## src/hw/rtl/hks_pkg.sv

```systemverilog
// Package for the sorted hash key set unit.
// Holds field widths, command codes, controller states and the
// command/status structs between controller and datapath.
package hks_pkg;

  localparam int HIGH_W = 64;
  localparam int MID_W  = 64;
  localparam int LOW_W  = 32;
  localparam int KEY_W  = HIGH_W + MID_W + LOW_W;
  localparam int CAP_W  = 11;
  localparam int CNT_PORT_W = 11;

  localparam logic CMD_LOOKUP = 1'b0;
  localparam logic CMD_INSERT = 1'b1;

  typedef enum logic [2:0] {
    ST_IDLE,
    ST_SEARCH,
    ST_COMPARE,
    ST_DECIDE,
    ST_SHIFT,
    ST_WRITE,
    ST_DONE
  } hks_state_t;

  typedef struct packed {
    logic load;
    logic rd_mid;
    logic compare;
    logic shift_init;
    logic shift_step;
    logic write_key;
    logic finish;
  } hks_cmd_t;

  typedef struct packed {
    logic search_open;
    logic do_insert;
    logic shift_done;
    logic out_free;
  } hks_sts_t;

endpackage

```

## src/hw/rtl/hks_ctrl.sv

```systemverilog
// Controller state machine: search, shift, write and result sequencing.
// Depends on hks_pkg for states and command/status structs.
module hks_ctrl (
  input  logic              clk,
  input  logic              rst_n,
  input  logic              in_valid,
  output logic              in_ready,
  input  hks_pkg::hks_sts_t sts,
  output hks_pkg::hks_cmd_t cmd
);
  import hks_pkg::*;

  hks_state_t state_r, state_nxt;

  always_ff @(posedge clk) begin
    if (!rst_n) begin
      state_r <= ST_IDLE;
    end else begin
      state_r <= state_nxt;
    end
  end

  always_comb begin
    state_nxt = state_r;
    unique case (state_r)
      ST_IDLE:    if (in_valid) state_nxt = ST_SEARCH;
      ST_SEARCH:  state_nxt = sts.search_open ? ST_COMPARE : ST_DECIDE;
      ST_COMPARE: state_nxt = ST_SEARCH;
      ST_DECIDE:  state_nxt = sts.do_insert ? ST_SHIFT : ST_DONE;
      ST_SHIFT:   if (sts.shift_done) state_nxt = ST_WRITE;
      ST_WRITE:   state_nxt = ST_DONE;
      ST_DONE:    if (sts.out_free) state_nxt = ST_IDLE;
      default:    state_nxt = ST_IDLE;
    endcase
  end

  always_comb begin
    cmd      = '0;
    in_ready = 1'b0;
    unique case (state_r)
      ST_IDLE: begin
        in_ready = 1'b1;
        cmd.load = in_valid;
      end
      ST_SEARCH:  cmd.rd_mid     = sts.search_open;
      ST_COMPARE: cmd.compare    = 1'b1;
      ST_DECIDE:  cmd.shift_init = sts.do_insert;
      ST_SHIFT:   cmd.shift_step = 1'b1;
      ST_WRITE:   cmd.write_key  = 1'b1;
      ST_DONE:    cmd.finish     = sts.out_free;
      default:    cmd            = '0;
    endcase
  end

endmodule

```

## config.mk

```make
export PLATFORM = sky130hd
export DESIGN_NAME = hks_ctrl
export DESIGN_NICKNAME = d
export VERILOG_FILES = /design/src/hw/rtl/hks_pkg.sv /design/src/hw/rtl/hks_ctrl.sv
export SDC_FILE = /design/constraint.sdc
export NUM_CORES = 1
export LEC_CHECK = 0
export ABC_AREA = 1
export BUFFER_PORTS_ARGS = -buffer_cell sky130_fd_sc_hd__clkbuf_2
export CAP_MARGIN = 10
export CELL_PAD_IN_SITES_DETAIL_PLACEMENT = 1
export CELL_PAD_IN_SITES_GLOBAL_PLACEMENT = 1
export CORE_AREA = 2 2 39 41
export CTS_CLUSTER_SIZE = 10
export DETAILED_ROUTE_END_ITERATION = 7
export DIE_AREA = 0 0 41 43
export GPL_ROUTABILITY_DRIVEN = 0
export PLACE_DENSITY = 0.61
export SKIP_CTS_REPAIR_TIMING = 1
export SLEW_MARGIN = 20
export SYNTH_ARGS = -nofsm -noshare
export SYNTH_HDL_FRONTEND = slang
export SYNTH_SLANG_ARGS = --single-unit
export TNS_END_PERCENT = 1
```

## constraint.sdc

```tcl
create_clock -name clk -period 1.3 [get_ports clk]
set_clock_uncertainty 0.05 [all_clocks]
set_input_delay 0.13 -clock clk [delete_from_list [all_inputs] [get_ports clk]]
set_output_delay 0.13 -clock clk [all_outputs]
set_load 0.005 [all_outputs]
```

## After elaboration in Yosys (flattened, before gate mapping)

Index checks and enable logic that the tools add are counted.

| word-level totals | value |
|---|---|
| bits in registers | 3 |
| logic and storage cells | 26 |

| cells by class | value |
|---|---|
| equality and inequality tests | 9 |
| muxes and demuxes | 14 |
| reduce and logical (&&, ||, !) cells | 2 |

Operator list:

| kind | number |
|---|---|
| case mux 3 bit (7 select lines) | 1 |
| equality test 3 bit, second input constant | 3 |
| two-way mux 1 bit | 9 |
| two-way mux 3 bit | 3 |
| equality test 3 x 2 -> 1 bit, second input constant | 2 |
| != test 2 bit, second input constant | 3 |
| equality test 3 x 1 -> 1 bit, second input constant | 1 |
| logical NOT 3 bit | 1 |
| AND reduction 3 bit | 1 |
| two-way mux 2 bit | 1 |

## Depth between registers and ports, before layout

| depth | value |
|---|---|
| word-level depth | 3 |
| mapped depth | 6 |

## Least setup slack after synthesis

No wires, ideal clock.

| path | value |
|---|---|
| path type | register to register |
| from | register state_r[0] |
| to | register state_r[2] |
| library setup time | 114 ps |
| arrival time | 855 ps |
| required time | 1,136 ps |
| setup slack | 281 ps |
| cell stages (with the launch flop) | 6 |
| buffers on the path | 1 |
| clock period less this slack | 1,019 ps |
| cell sequence | dfxtp_1 buf_6 nor2_1 nand3_1 a21oi_1 nor2_2 |

| between the ends | value |
|---|---|
| longest elaborated chain between the ends | 3 |
| elaborated cells between the ends (all ways) | 12 |
| those cells by class | eq/ne (9); mux (1); reduce/logical (2) |

Ends and longest elaborated chain:

| what | RTL line | text |
|---|---|---|
| start: declaration | hks_ctrl.sv:13 | `hks_state_t state_r, state_nxt;` |
| start signal: assignment | hks_ctrl.sv:19 | `state_r <= state_nxt;` |
| equality test 3 bit / logical NOT 3 bit (equally long branches) | hks_ctrl.sv:25 | `unique case (state_r)` |
| != test 2 bit (no line) | - |  |
| AND reduction 3 bit (no line) | - |  |

Several ways; a longest one is shown, not always the timed one.
A chain may end at the register's enable or synchronous reset.

==> results.py <==
metrics = {
    "yosys": {
        "avgSynthCellArea_um2": 5.80,
        "synth_nets": 51,
        "ys_seq_area_share_pct": 23.5,
        "ys.warnings.count": 0,
        "ys_ff_latch": 3,
        "synth_cells": 44,
        "netlist_area_um2": 255,
        "ys_types": 14,
    },
    "timing": {
        "post-route-period-util_pct": 91.8,
        "relSlewSlack_pct": 89.1,
        "finalSetupViolCount": 0,
        "slew_viol_final": 0,
        "hold_viol_final": 0,
        "final.min_clock_period_ns": 1.19,
        "fmax_mhz": 838,
        "rsz0062_at_grt": "false",
        "max_slew.worst_pin.slew_ns": 0.162,
    },
    "placement": {
        "post_dp_cell_area_um2": 334,
        "portBuffers": 14,
        "dp.cells": 73,
        "hpwl_um": 595,
    },
    "cells_and_area": {
        "utilization_pct": 26.5,
        "drive_gt1_share_pct": 42.6,
        "nets": 69,
        "regMostFlops": "state_r",
        "insertedDiodeCount": 0,
        "syn_to_final_growth_pct": 43.6,
        "largestRegisters": "state_r x3",
        "fin_area_um2": 367,
        "largest_reg_flops": 3,
        "fin_cells": 77,
        "nFillCells": 192,
    },
    "global_route": {
        "grt_pass1_vias": 282,
        "antenna_found_initial": 0,
        "grt_pass1_wl_mm": 1.10,
        "grt-ovfl-total": 0,
        "grt.total_usage_pct": 8.83,
        "grt_max_degree": 11,
    },
    "clocking": {
        "clockRootBuffer": "clkbuf_4",
        "cts.clk_slew.worst_paths_ns": 0.04,
        "clockBufferDepth": 2,
        "cts_buffers": 3,
        "cts_tree": "built",
        "cts_max_level": 1,
        "clock_latency_ns": 0.23,
        "clock-sinks": 3,
    },
    "status": {
        "status": "complete, no violations",
    },
    "pwr": {
        "leakagePower_nw": 0.209,
        "power-per-cell-area_mw_per_mm2": 1020,
        "peakVddDrop_uv": 639,
    },
    "detailed_routing": {
        "routed_wl_um": 698,
        "wire_per_inst_um": 9.06,
        "antenna_left": 0,
        "drc_errors": 0,
        "first_pass_iters": 2,
        "drt-initial-drc-count": 1,
        "vias": 326,
        "via_per_inst": 4.23,
    },
    "critical_path": {
        "critPathRequiredTime_ns": 1.12,
        "cp.arrival_ns": 1.01,
        "setup.worst_path.end_class": "output pin",
        "critPathKind": "reg -> out",
        "cp_max_fo": 10,
        "cp-start-kind": "flip-flop",
    },
    "die": {
        "coreArea_mm2": 0.00138,
        "io_pins": 15,
        "die_h_um": 43,
        "initial_core_util_pct": 18.4,
        "dieWidth_um": 41,
        "rows": 14,
        "die_area_mm2": 0.00176,
    },
    "run": {
        "maxCapViolCount": 0,
    },
    "min_path": {
        "hold_path_class": "in -> reg",
    },
}
power breakdown:
part	switching, mW	internal, mW	leakage, nW
sequential	0.0187	0.104	0.0261
clock	0.0411	0.114	0.0150
combinational	0.0534	0.0436	0.167
metal layers:
metal  vias to the layer above  part of all wire [%]  track usage, %  routed length, µm
li1                        173                     -               -                  -
met4                         0                     0               0                  0
met1                       143                    45            10.9                316
met3                         0                   8.7            4.71                 61
met2                        10                    46            14.1                320
met5                         -                     0               0                  0
cells in the mapped netlist:
library cell | count | share of area, %
nor2_2 | 2 | 4.9
o21ai_1 | 2 | 3.9
inv_2 | 1 | 1.5
dfxtp_1 | 3 | 24
nand4_1 | 1 | 2.5
nor3_1 | 3 | 5.9
nand2_2 | 2 | 4.9
inv_1 | 8 | 12
nand2_1 | 5 | 7.4
a21oi_1 | 2 | 3.9
nand3_2 | 1 | 3.9
buf_6 | 1 | 4.4
nand3_1 | 5 | 9.8
nor2_1 | 8 | 12
metrics by stage:
| step | worst slack, ns | total power [mW] | hold WS, ns | setup TNS [ns] |
|---|---|---|---|---|
| 2_1_floorplan | 0.281 | 0.188 | 0.227 | 0 |
| 3_3_place_gp | 0.161 | 0.219 | 0.340 | 0 |
| 3_5_place_dp | 0.144 | 0.220 | 0.344 | 0 |
| 4_1_cts | -0.0817 | 0.382 | 0.107 | -0.0944 |
| 5_1_grt | 0.0109 | 0.412 | 0.124 | 0 |
| 6_report | 0.107 | 0.375 | 0.102 | 0 |
layout by cell type (no fill, tap or decap):
master and instances:
a21oi_1 2, clkbuf_1 1, clkbuf_2 14, clkbuf_4 3, dfxtp_2 2, dfxtp_4 1, inv_1 8, inv_2 1
nand2_1 5, nand2_2 2, nand3_1 5, nand3_2 1, nand4_1 1, nor2_1 8, nor2_2 2, nor3_1 3
o21ai_1 2
worst max-delay path, cell delays in order, from the launching register on:
cell and delay [ns]:
dfxtp_4 0.37, nor2_1 0.14, nand2_1 0.08, nor2_1 0.08, clkbuf_2 0.11
final timing paths:
kind                   start         end  slack [ns]  depth (start not counted)
hold reg to reg   state_r[0]  state_r[1]        0.52                          2
setup / recovery  state_r[0]      cmd[6]        0.11                          4
setup reg to reg  state_r[0]  state_r[2]        0.24                          4
hold / removal         rst_n  state_r[2]        0.10                          3
logic make-up after synthesis:
logic type      count (synthesis)  synth area share (%)
flops                           3                  23.5
compound gates                  4                  7.84
buf+inv                        10                  17.6
simple gates                   27                  51.0
cell type report:
class	count	area, µm²	area share, %
Timing Repair Buffer	14	70.1	19.1
Inverter	9	33.8	9.22
Sequential cell	3	66.3	18.1
Clock buffer	4	26.3	7.17
Multi-Input combinational cell	31	150	41.0
Tap cell	16	20.0	5.46
No activity file was read; power rests on OpenSTA's default activity.
